$ cat src/bmhq_pkg.sv
// Package for the binary min-heap queue: payload structs, action and status codes,
// and controller state encoding. No dependencies.
`timescale 1ns / 1ps
package bmhq_pkg;
  typedef enum logic [1:0] {
    ACT_INSERT  = 2'd0,
    ACT_EXTRACT = 2'd1,
    ACT_DECR    = 2'd2,
    ACT_DELETE  = 2'd3
  } action_e;

  typedef enum logic [2:0] {
    ST_OK      = 3'd0,
    ST_FULL    = 3'd1,
    ST_EMPTY   = 3'd2,
    ST_RANGE   = 3'd3,
    ST_NOT_DEC = 3'd4
  } status_e;

  localparam logic signed [31:0] KEY_MAX = 32'sh7FFF_FFFF;

  typedef struct packed {
    logic [1:0]         action;
    logic signed [31:0] key_value;
    logic [5:0]         slot_index;
  } in_item_t;

  typedef struct packed {
    logic [2:0]         status;
    logic signed [31:0] removed_value;
    logic signed [31:0] current_min;
    logic [6:0]         entry_count;
  } out_item_t;

  typedef enum logic [3:0] {
    S_IDLE,
    S_RD_SLOT,    // read target slot (decrease/delete) or last (extract)
    S_RD_LAST,    // delete: read last entry
    S_CHK,        // classify move direction for delete
    S_UP_RD,      // sift-up: read parent
    S_UP_CMP,     // sift-up: compare and swap
    S_DN_RDL,     // sift-down: read left child
    S_DN_RDR,     // sift-down: read right child
    S_DN_CMP,     // sift-down: pick smallest and swap
    S_RD_ROOT,    // refresh root copy
    S_ROOT_WAIT,
    S_DONE
  } state_e;

  typedef struct packed {
    logic               we;
    logic [11:0]        waddr;
    logic signed [31:0] wdata;
    logic [11:0]        raddr;
  } mem_req_t;
endpackage

$ cat src/bmhq_store.sv
// Heap key store: one-write, one-read synchronous RAM with registered read data.
// Depends on bmhq_pkg for the request struct.
`timescale 1ns / 1ps
module bmhq_store #(
  parameter int CAPACITY = 64,
  parameter int AW = 6
) (
  input  logic                clk_i,
  input  bmhq_pkg::mem_req_t  req_i,
  output logic signed [31:0]  rdata_o
);
  logic signed [31:0] mem_q [CAPACITY];

  always_ff @(posedge clk_i) begin
    if (req_i.we) begin
      mem_q[req_i.waddr[AW-1:0]] <= req_i.wdata;
    end
    rdata_o <= mem_q[req_i.raddr[AW-1:0]];
  end
endmodule

$ cat src/binary_min_heap_queue.sv
// Binary min-heap priority queue: one transaction in, one result out.
// Keys sit in a single synchronous RAM (bmhq_store); a sequencer reads,
// compares and writes back one heap level at a time. Sift-up reads the parent and
// then compares and swaps; sift-down reads the left child, reads the right child,
// then compares and swaps. The input stalls while an action is in progress, including
// while its finished result waits behind a stalled output. Depends on bmhq_pkg and bmhq_store.
`timescale 1ns / 1ps
module binary_min_heap_queue #(
  parameter int CAPACITY = 64
) (
  input  logic                clk_i,
  input  logic                rst_ni,
  input  logic                in_valid_i,
  output logic                in_stall_o,
  input  bmhq_pkg::in_item_t  in_data_i,
  output logic                out_valid_o,
  input  logic                out_stall_i,
  output bmhq_pkg::out_item_t out_data_o
);
  localparam int AW = (CAPACITY > 1) ? $clog2(CAPACITY) : 1;
  localparam int CW = $clog2(CAPACITY + 1);
  localparam int SW = (CW > 6) ? CW : 6;

  bmhq_pkg::state_e state_q, state_d;
  bmhq_pkg::mem_req_t req;
  logic signed [31:0] rdata;

  logic [CW-1:0]      cnt_q, cnt_d;
  logic [AW-1:0]      pos_q, pos_d;      // current slot of the moving key
  logic [AW-1:0]      sel_q, sel_d;      // left child slot in sift-down
  logic signed [31:0] key_q, key_d;      // moving key
  logic signed [31:0] best_q, best_d;    // left child key
  logic signed [31:0] root_q, root_d;
  logic [1:0]         act_q, act_d;
  logic [2:0]         st_q, st_d;
  logic signed [31:0] rem_q, rem_d;
  logic               ov_q, ov_d;
  bmhq_pkg::out_item_t out_q, out_d;

  logic [AW:0]        lchild, rchild;
  logic [AW-1:0]      parent;
  logic               accept;
  logic               slot_oor;
  logic               right_wins;
  logic signed [31:0] dn_min;

  assign accept = in_valid_i && !in_stall_o;
  assign in_stall_o = (state_q != bmhq_pkg::S_IDLE);
  assign out_valid_o = ov_q;
  assign out_data_o = out_q;

  assign lchild = {pos_q, 1'b1};
  assign rchild = {pos_q, 1'b0} + {{AW{1'b0}}, 1'b1} + {{AW{1'b0}}, 1'b1};
  assign parent = (pos_q - {{(AW-1){1'b0}}, 1'b1}) >> 1;

  assign slot_oor   = SW'(in_data_i.slot_index) >= SW'(cnt_q);
  assign right_wins = (rchild < (AW+1)'(cnt_q)) && (rdata < best_q);
  assign dn_min     = right_wins ? rdata : best_q;

  bmhq_store #(.CAPACITY(CAPACITY), .AW(AW)) u_store (
    .clk_i  (clk_i),
    .req_i  (req),
    .rdata_o(rdata)
  );

  always_ff @(posedge clk_i or negedge rst_ni) begin
    if (!rst_ni) begin
      state_q <= bmhq_pkg::S_IDLE;
      cnt_q   <= '0;
      ov_q    <= 1'b0;
    end else begin
      state_q <= state_d;
      cnt_q   <= cnt_d;
      ov_q    <= ov_d;
    end
  end

  always_ff @(posedge clk_i) begin
    pos_q  <= pos_d;
    sel_q  <= sel_d;
    key_q  <= key_d;
    best_q <= best_d;
    root_q <= root_d;
    act_q  <= act_d;
    st_q   <= st_d;
    rem_q  <= rem_d;
    out_q  <= out_d;
  end

  // next state
  always_comb begin
    state_d = state_q;
    unique case (state_q)
      bmhq_pkg::S_IDLE: begin
        if (accept) begin
          unique case (in_data_i.action)
            bmhq_pkg::ACT_INSERT:
              state_d = (cnt_q == CW'(CAPACITY)) ? bmhq_pkg::S_DONE : bmhq_pkg::S_UP_RD;
            bmhq_pkg::ACT_EXTRACT:
              state_d = (cnt_q == '0) ? bmhq_pkg::S_DONE : bmhq_pkg::S_RD_SLOT;
            default:
              state_d = slot_oor ? bmhq_pkg::S_DONE : bmhq_pkg::S_RD_SLOT;
          endcase
        end
      end
      bmhq_pkg::S_RD_SLOT: begin
        unique case (act_q)
          bmhq_pkg::ACT_EXTRACT:
            state_d = (cnt_q == '0) ? bmhq_pkg::S_DONE : bmhq_pkg::S_DN_RDL;
          bmhq_pkg::ACT_DECR:
            state_d = (rdata < key_q) ? bmhq_pkg::S_DONE : bmhq_pkg::S_UP_RD;
          default:
            state_d = (CW'(pos_q) == cnt_q) ? bmhq_pkg::S_RD_ROOT
                                             : bmhq_pkg::S_RD_LAST;
        endcase
      end
      bmhq_pkg::S_RD_LAST: state_d = bmhq_pkg::S_CHK;
      bmhq_pkg::S_CHK:
        state_d = (pos_q != '0 && key_q < rdata) ? bmhq_pkg::S_UP_RD : bmhq_pkg::S_DN_RDL;
      bmhq_pkg::S_UP_RD:
        state_d = (pos_q == '0) ? bmhq_pkg::S_RD_ROOT : bmhq_pkg::S_UP_CMP;
      bmhq_pkg::S_UP_CMP:
        state_d = (key_q < rdata) ? bmhq_pkg::S_UP_RD : bmhq_pkg::S_RD_ROOT;
      bmhq_pkg::S_DN_RDL:
        state_d = (lchild >= (AW+1)'(cnt_q)) ? bmhq_pkg::S_RD_ROOT : bmhq_pkg::S_DN_RDR;
      bmhq_pkg::S_DN_RDR: state_d = bmhq_pkg::S_DN_CMP;
      bmhq_pkg::S_DN_CMP:
        state_d = (dn_min < key_q) ? bmhq_pkg::S_DN_RDL : bmhq_pkg::S_RD_ROOT;
      bmhq_pkg::S_RD_ROOT:   state_d = bmhq_pkg::S_ROOT_WAIT;
      bmhq_pkg::S_ROOT_WAIT: state_d = bmhq_pkg::S_DONE;
      bmhq_pkg::S_DONE:
        state_d = (ov_q && out_stall_i) ? bmhq_pkg::S_DONE : bmhq_pkg::S_IDLE;
      default: state_d = bmhq_pkg::S_IDLE;
    endcase
  end

  // datapath and memory control
  always_comb begin
    req    = '0;
    cnt_d  = cnt_q;
    pos_d  = pos_q;
    sel_d  = sel_q;
    key_d  = key_q;
    best_d = best_q;
    root_d = root_q;
    act_d  = act_q;
    st_d   = st_q;
    rem_d  = rem_q;
    ov_d   = ov_q && out_stall_i;
    out_d  = out_q;
    unique case (state_q)
      bmhq_pkg::S_IDLE: begin
        if (accept) begin
          act_d = in_data_i.action;
          key_d = in_data_i.key_value;
          pos_d = AW'(in_data_i.slot_index);
          st_d  = bmhq_pkg::ST_OK;
          rem_d = '0;
          unique case (in_data_i.action)
            bmhq_pkg::ACT_INSERT: begin
              if (cnt_q == CW'(CAPACITY)) begin
                st_d = bmhq_pkg::ST_FULL;
              end else begin
                pos_d = cnt_q[AW-1:0];
                cnt_d = cnt_q + CW'(1);
              end
            end
            bmhq_pkg::ACT_EXTRACT: begin
              if (cnt_q == '0) begin
                st_d  = bmhq_pkg::ST_EMPTY;
                rem_d = bmhq_pkg::KEY_MAX;
              end else begin
                rem_d = root_q;
                cnt_d = cnt_q - CW'(1);
                pos_d = '0;
                req.raddr = 12'(cnt_q - CW'(1));
              end
            end
            default: begin
              if (slot_oor) begin
                st_d = bmhq_pkg::ST_RANGE;
              end else begin
                req.raddr = 12'(in_data_i.slot_index);
                if (in_data_i.action == bmhq_pkg::ACT_DELETE) cnt_d = cnt_q - CW'(1);
              end
            end
          endcase
        end
      end
      bmhq_pkg::S_RD_SLOT: begin
        unique case (act_q)
          bmhq_pkg::ACT_EXTRACT: begin
            key_d = rdata;
            if (cnt_q != '0) begin
              req.we = 1'b1; req.waddr = '0; req.wdata = rdata;
            end
          end
          bmhq_pkg::ACT_DECR: begin
            if (rdata < key_q) st_d = bmhq_pkg::ST_NOT_DEC;
            else begin
              req.we = 1'b1; req.waddr = 12'(pos_q); req.wdata = key_q;
            end
          end
          default: begin
            rem_d = rdata;
            req.raddr = 12'(cnt_q);
          end
        endcase
      end
      bmhq_pkg::S_RD_LAST: begin
        key_d = rdata;
        req.we = 1'b1; req.waddr = 12'(pos_q); req.wdata = rdata;
        req.raddr = 12'(parent);
      end
      bmhq_pkg::S_CHK: begin
        // a larger parent moves down and the key starts sifting up
        if (pos_q != '0 && key_q < rdata) begin
          req.we = 1'b1; req.waddr = 12'(pos_q); req.wdata = rdata;
          pos_d = parent;
          act_d = bmhq_pkg::ACT_INSERT;
        end
      end
      bmhq_pkg::S_UP_RD: begin
        req.raddr = 12'(parent);
        if (act_q == bmhq_pkg::ACT_INSERT || pos_q == '0) begin
          req.we = 1'b1; req.waddr = 12'(pos_q); req.wdata = key_q;
        end
      end
      bmhq_pkg::S_UP_CMP: begin
        req.we = 1'b1; req.waddr = 12'(pos_q);
        if (key_q < rdata) begin
          req.wdata = rdata;
          pos_d = parent;
          // S_UP_RD then writes the key one level up; a later swap overwrites it
          act_d = bmhq_pkg::ACT_INSERT;
        end else begin
          req.wdata = key_q;
        end
      end
      bmhq_pkg::S_DN_RDL: begin
        req.raddr = 12'(lchild);
        sel_d = lchild[AW-1:0];
        if (lchild >= (AW+1)'(cnt_q)) begin
          req.we = 1'b1; req.waddr = 12'(pos_q); req.wdata = key_q;
        end
      end
      bmhq_pkg::S_DN_RDR: begin
        best_d = rdata;
        req.raddr = 12'(rchild);
      end
      bmhq_pkg::S_DN_CMP: begin
        req.we = 1'b1; req.waddr = 12'(pos_q);
        if (dn_min < key_q) begin
          req.wdata = dn_min;
          pos_d = right_wins ? rchild[AW-1:0] : sel_q;
        end else begin
          req.wdata = key_q;
        end
      end
      bmhq_pkg::S_RD_ROOT: req.raddr = '0;
      bmhq_pkg::S_ROOT_WAIT: root_d = rdata;
      bmhq_pkg::S_DONE: begin
        if (!(ov_q && out_stall_i)) begin
          ov_d = 1'b1;
          out_d.status        = st_q;
          out_d.removed_value = rem_q;
          out_d.current_min   = (cnt_q == '0) ? 32'sd0 : root_q;
          out_d.entry_count   = 7'(cnt_q);
        end
      end
      default: ;
    endcase
  end

  a_count_range: assert property (@(posedge clk_i) disable iff (!rst_ni)
    cnt_q <= CW'(CAPACITY)) else $error("count exceeds capacity");
  a_one_per_accept: assert property (@(posedge clk_i) disable iff (!rst_ni)
    accept |=> state_q != bmhq_pkg::S_IDLE) else $error("accepted item lost");
  a_out_hold: assert property (@(posedge clk_i) disable iff (!rst_ni)
    (out_valid_o && out_stall_i) |=> (out_valid_o && $stable(out_data_o)))
    else $error("stalled result changed");
endmodule
$ cat config.mk
export PLATFORM = sky130hd
export DESIGN_NAME = binary_min_heap_queue
export DESIGN_NICKNAME = d
export VERILOG_FILES = /design/src/bmhq_pkg.sv /design/src/bmhq_store.sv /design/src/binary_min_heap_queue.sv
export SDC_FILE = /design/constraint.sdc
export NUM_CORES = 2
export LEC_CHECK = 0
export BUFFER_PORTS_ARGS = -buffer_cell sky130_fd_sc_hd__buf_4
export CORE_MARGIN = 5
export CORE_UTILIZATION = 45
export DETAILED_ROUTE_END_ITERATION = 16
export PLACE_DENSITY = 0.65
export SKIP_LAST_GASP = 1
export SLEW_MARGIN = 20
export SYNTH_ARGS = -nofsm -noshare
export SYNTH_HDL_FRONTEND = slang
export SYNTH_SLANG_ARGS = --single-unit
$ cat constraint.sdc
create_clock -name clk_i -period 7.25 [get_ports clk_i]
set_input_delay 0.3625 -clock clk_i [delete_from_list [all_inputs] [get_ports clk_i]]
set_output_delay 0.3625 -clock clk_i [all_outputs]
set_load 0.01 [all_outputs]
==> impl_metrics.env <==
export IMPL_vias_per_cell=6.181
export IMPL_synth_edf_count=2266
export IMPL_finalSetupViolCount=0
export IMPL_antenna_found_initial=15
export IMPL_rsz0062_at_grt="no"
export IMPL_status="complete, no violations"
export IMPL_mostFrequentLayoutCell="edfxtp_1"
export IMPL_worst_pin_slew_ns=1.241
export IMPL_cp_end_kind="register"
export IMPL_rrSetupSlack_ns=0.49
export IMPL_final_cell_area_um2=108800
export IMPL_cp_max_fo=64
export IMPL_synth_distinct_cells=80
export IMPL_dieHeight_um=469.9
export IMPL_std_cell_rows=168
export IMPL_slew_violations=0
export IMPL_critPathRequiredTime_ns=7.81
export IMPL_place_area_um2=101500
export IMPL_track_usage=0.2741
export IMPL_cts_htree_levels=4
export IMPL_ys_ff_latch=2310
export IMPL_grt_pass1_wl_mm=442.1
export IMPL_cts_clk_slew_worst_paths_ns=0.06
export IMPL_r2r_end="u_store.mem_q[14][18]"
export IMPL_area_growth_pct=14.31
export IMPL_wl_per_cell_um=29.98
export IMPL_timing_final_crit_share=0.9322
export IMPL_syn_area_per_cell_um2=13.19
export IMPL_cts_buffer_depth=3
export IMPL_crit_type="register to register"
export IMPL_grt_pass1_vias=60070
export IMPL_rr_worst_depth=23
export IMPL_drt_iter0_markers=9661
export IMPL_yosysTopAreaCell="edfxtp_1"
export IMPL_startpoint="pos_q[1]"
export IMPL_dpl_hpwl_mm=175.3
export IMPL_drc_errors=0
export IMPL_async_flop_share=0.005195
export IMPL_cts_sinks=2310
export IMPL_drive_gt1_frac=0.1111
export IMPL_netlist_area_um2=95170
export IMPL_relSlewSlack=0.1706
export IMPL_cts_tree="yes"
export IMPL_first_pass_iters=8
export IMPL_synthCells=7213
export IMPL_core_area_um2=210000
export IMPL_overflow=0
export IMPL_drt_total_wl_mm=313.2
export IMPL_routabilityCongestion=0.8646
export IMPL_r2r_start="pos_q[1]"
export IMPL_die_area_um2=220800
export IMPL_synth_top_area_share=0.7150
export IMPL_cts_buffers=218
export IMPL_startpoint_type="register"
export IMPL_ys_warn_count=0
export IMPL_synth_ff_type="edfxtp_1"
export IMPL_insertion_delay_ns=0.87
export IMPL_yosysSeqAreaShare=0.7249
export IMPL_ys_top_cells_by_area="edfxtp_1, nand2_1, nand3_1"
export IMPL_cap_violations=0
export IMPL_crit_path_end="u_store.mem_q[14][18]"
export IMPL_maxClockFrequency_mhz=148.0
export IMPL_skew_ns=0.03695
export IMPL_arrival_ns=7.32
export IMPL_cts_root_buf="clkbuf_16"
export IMPL_hold_class="primary input to register"
export IMPL_port_buffers=119
export IMPL_nNetsFinal=7621
export IMPL_post_cts_buffers=0
export IMPL_ant_nets=0
export IMPL_die_w_um=469.9
export IMPL_min_period_ns=6.758
export IMPL_initial_core_util=0.4532
export IMPL_finalHoldViolations=0
export IMPL_io_pins=120
export IMPL_grt_start_max_net_pins=120
export IMPL_syn_nets=7382
export IMPL_final_cell_mix="edfxtp_1, nand2_1, nand3_1, buf_4, mux2i_1"
export IMPL_vias=64570
-- flip-flops by register name, indices dropped and copies added (netlist names) --
name,flops
act_q,2
best_q,32
cnt_q,7
key_q,32
out_data_o,74
out_valid_o,1
pos_q,6
rem_q,32
root_q,32
sel_q,5
st_q,3
state_q,4
u_store.mem_q,2048
u_store.rdata_o,32
-- routing by layer --
metal,vias up,routed length [um],global-route usage,share of wire
met5,-,10,0,0.000032
met4,2,18720,0.1395,0.060
met3,810,35240,0.05777,0.11
met2,4277,140100,0.4186,0.45
met1,32060,119100,0.3734,0.38
li1,27430,-,-,-
-- timing repair --
action | CTS | global route
hold buffers | 38 | 0
gates resized for setup | 0 | 4
endpoints found under the hold margin | 53 | 0
setup endpoints to repair | 0 | 548
-- worst max-delay path, stage by stage (launching register included) --
cell and delay, ns:
edfxtp_1 0.50, buf_4 0.26, nand3_1 0.09, buf_4 0.20, xnor2_1 0.25, ha_1 0.29
o211ai_1 0.10, a31oi_1 0.10, nor2_1 0.38, nand3_2 0.36, buf_4 0.29, buf_4 0.23
mux2i_1 0.18, ha_1 0.49, nand4_1 0.22, nor4_2 0.44, a21boi_0 0.24, nor4_1 0.08
buf_4 0.17, o21a_2 0.17, buf_12 0.19, mux2i_1 0.13, o211ai_1 0.43, buf_4 0.59
-- cell type report --
cell class	instances	area, um^2
multi-input combinational	4331	24390
antenna	11	27.53
sequential	2310	68990
inverter	115	431.7
timing repair buffer	476	4568
clock inverter	122	1116
tap	2805	3510
fill	17320	101200
clock buffer	277	5749
-- cell families (layout without fill, tap and decap cells) --
logic type,Yosys count,after routing,synth area share
XOR/XNOR,29,29,0.002669
AND/OR/NAND/NOR,2937,2937,0.1346
buffers and inverters,572,990,0.02572
adder cells (fa/ha/maj),126,126,0.01662
flip-flops,2310,2310,0.7249
AO/OA/AOI/OAI,998,998,0.07009
multiplexers,241,241,0.02537
other,0,11,0
-- synth_stat cells (12+ instances only) --
| cell type | count |
|---|---|
| edfxtp_1 | 2266 |
| nand2_1 | 1811 |
| nand3_1 | 571 |
| mux2i_1 | 239 |
| clkbuf_1 | 231 |
| o21ai_0 | 197 |
| a21oi_1 | 192 |
| buf_2 | 164 |
| and3_1 | 152 |
| ha_1 | 124 |
| a31oi_1 | 123 |
| nor2_1 | 120 |
| inv_1 | 114 |
| a311oi_1 | 82 |
| nor3_1 | 75 |
| nand4_1 | 69 |
| o211ai_1 | 68 |
| o22ai_1 | 65 |
| o221ai_1 | 59 |
| a22oi_1 | 45 |
| buf_1 | 43 |
| a32oi_1 | 41 |
| and2_1 | 36 |
| dfxtp_1 | 32 |
| or3_1 | 23 |
| or4_1 | 19 |
| nor4_1 | 18 |
| xnor2_1 | 18 |
| a2111oi_0 | 15 |
| a211oi_1 | 14 |
| nand2b_1 | 13 |
| dfrtp_1 | 12 |
-- through the flow --
stage	setup slack (ns)	utilization	cells	hold slack (ns)	setup TNS, ns
after floorplan	-0.1467	-	7213	0.06691	-79.79
after global placement	0.2734	0.4833	9999	0.2287	0
after detailed placement	0.2377	0.4833	9999	0.2336	0
after CTS	0.1826	0.5178	10440	0.01699	0
after global routing	0.04039	0.5179	10440	0.05303	0
final	0.4915	0.5180	10450	0.1077	0
-- worst min path at each step --
stage | from | end | slack, ns | cells after the start
finish | in_data_i[3] | pos_q[3] | 0.11 | 4
global route | in_data_i[2] | pos_q[2] | 0.05 | 3
CTS | in_data_i[5] | pos_q[5] | 0.02 | 3
detailed placement | rst_ni | out_valid_o | 0.23 | 1
global placement | rst_ni | out_valid_o | 0.23 | 1
floorplan | rst_ni | cnt_q[0] | 0.07 | 0
Power is not shown: default switching activity piles up to over one toggle a cycle in this logic, so the estimate is an artifact.
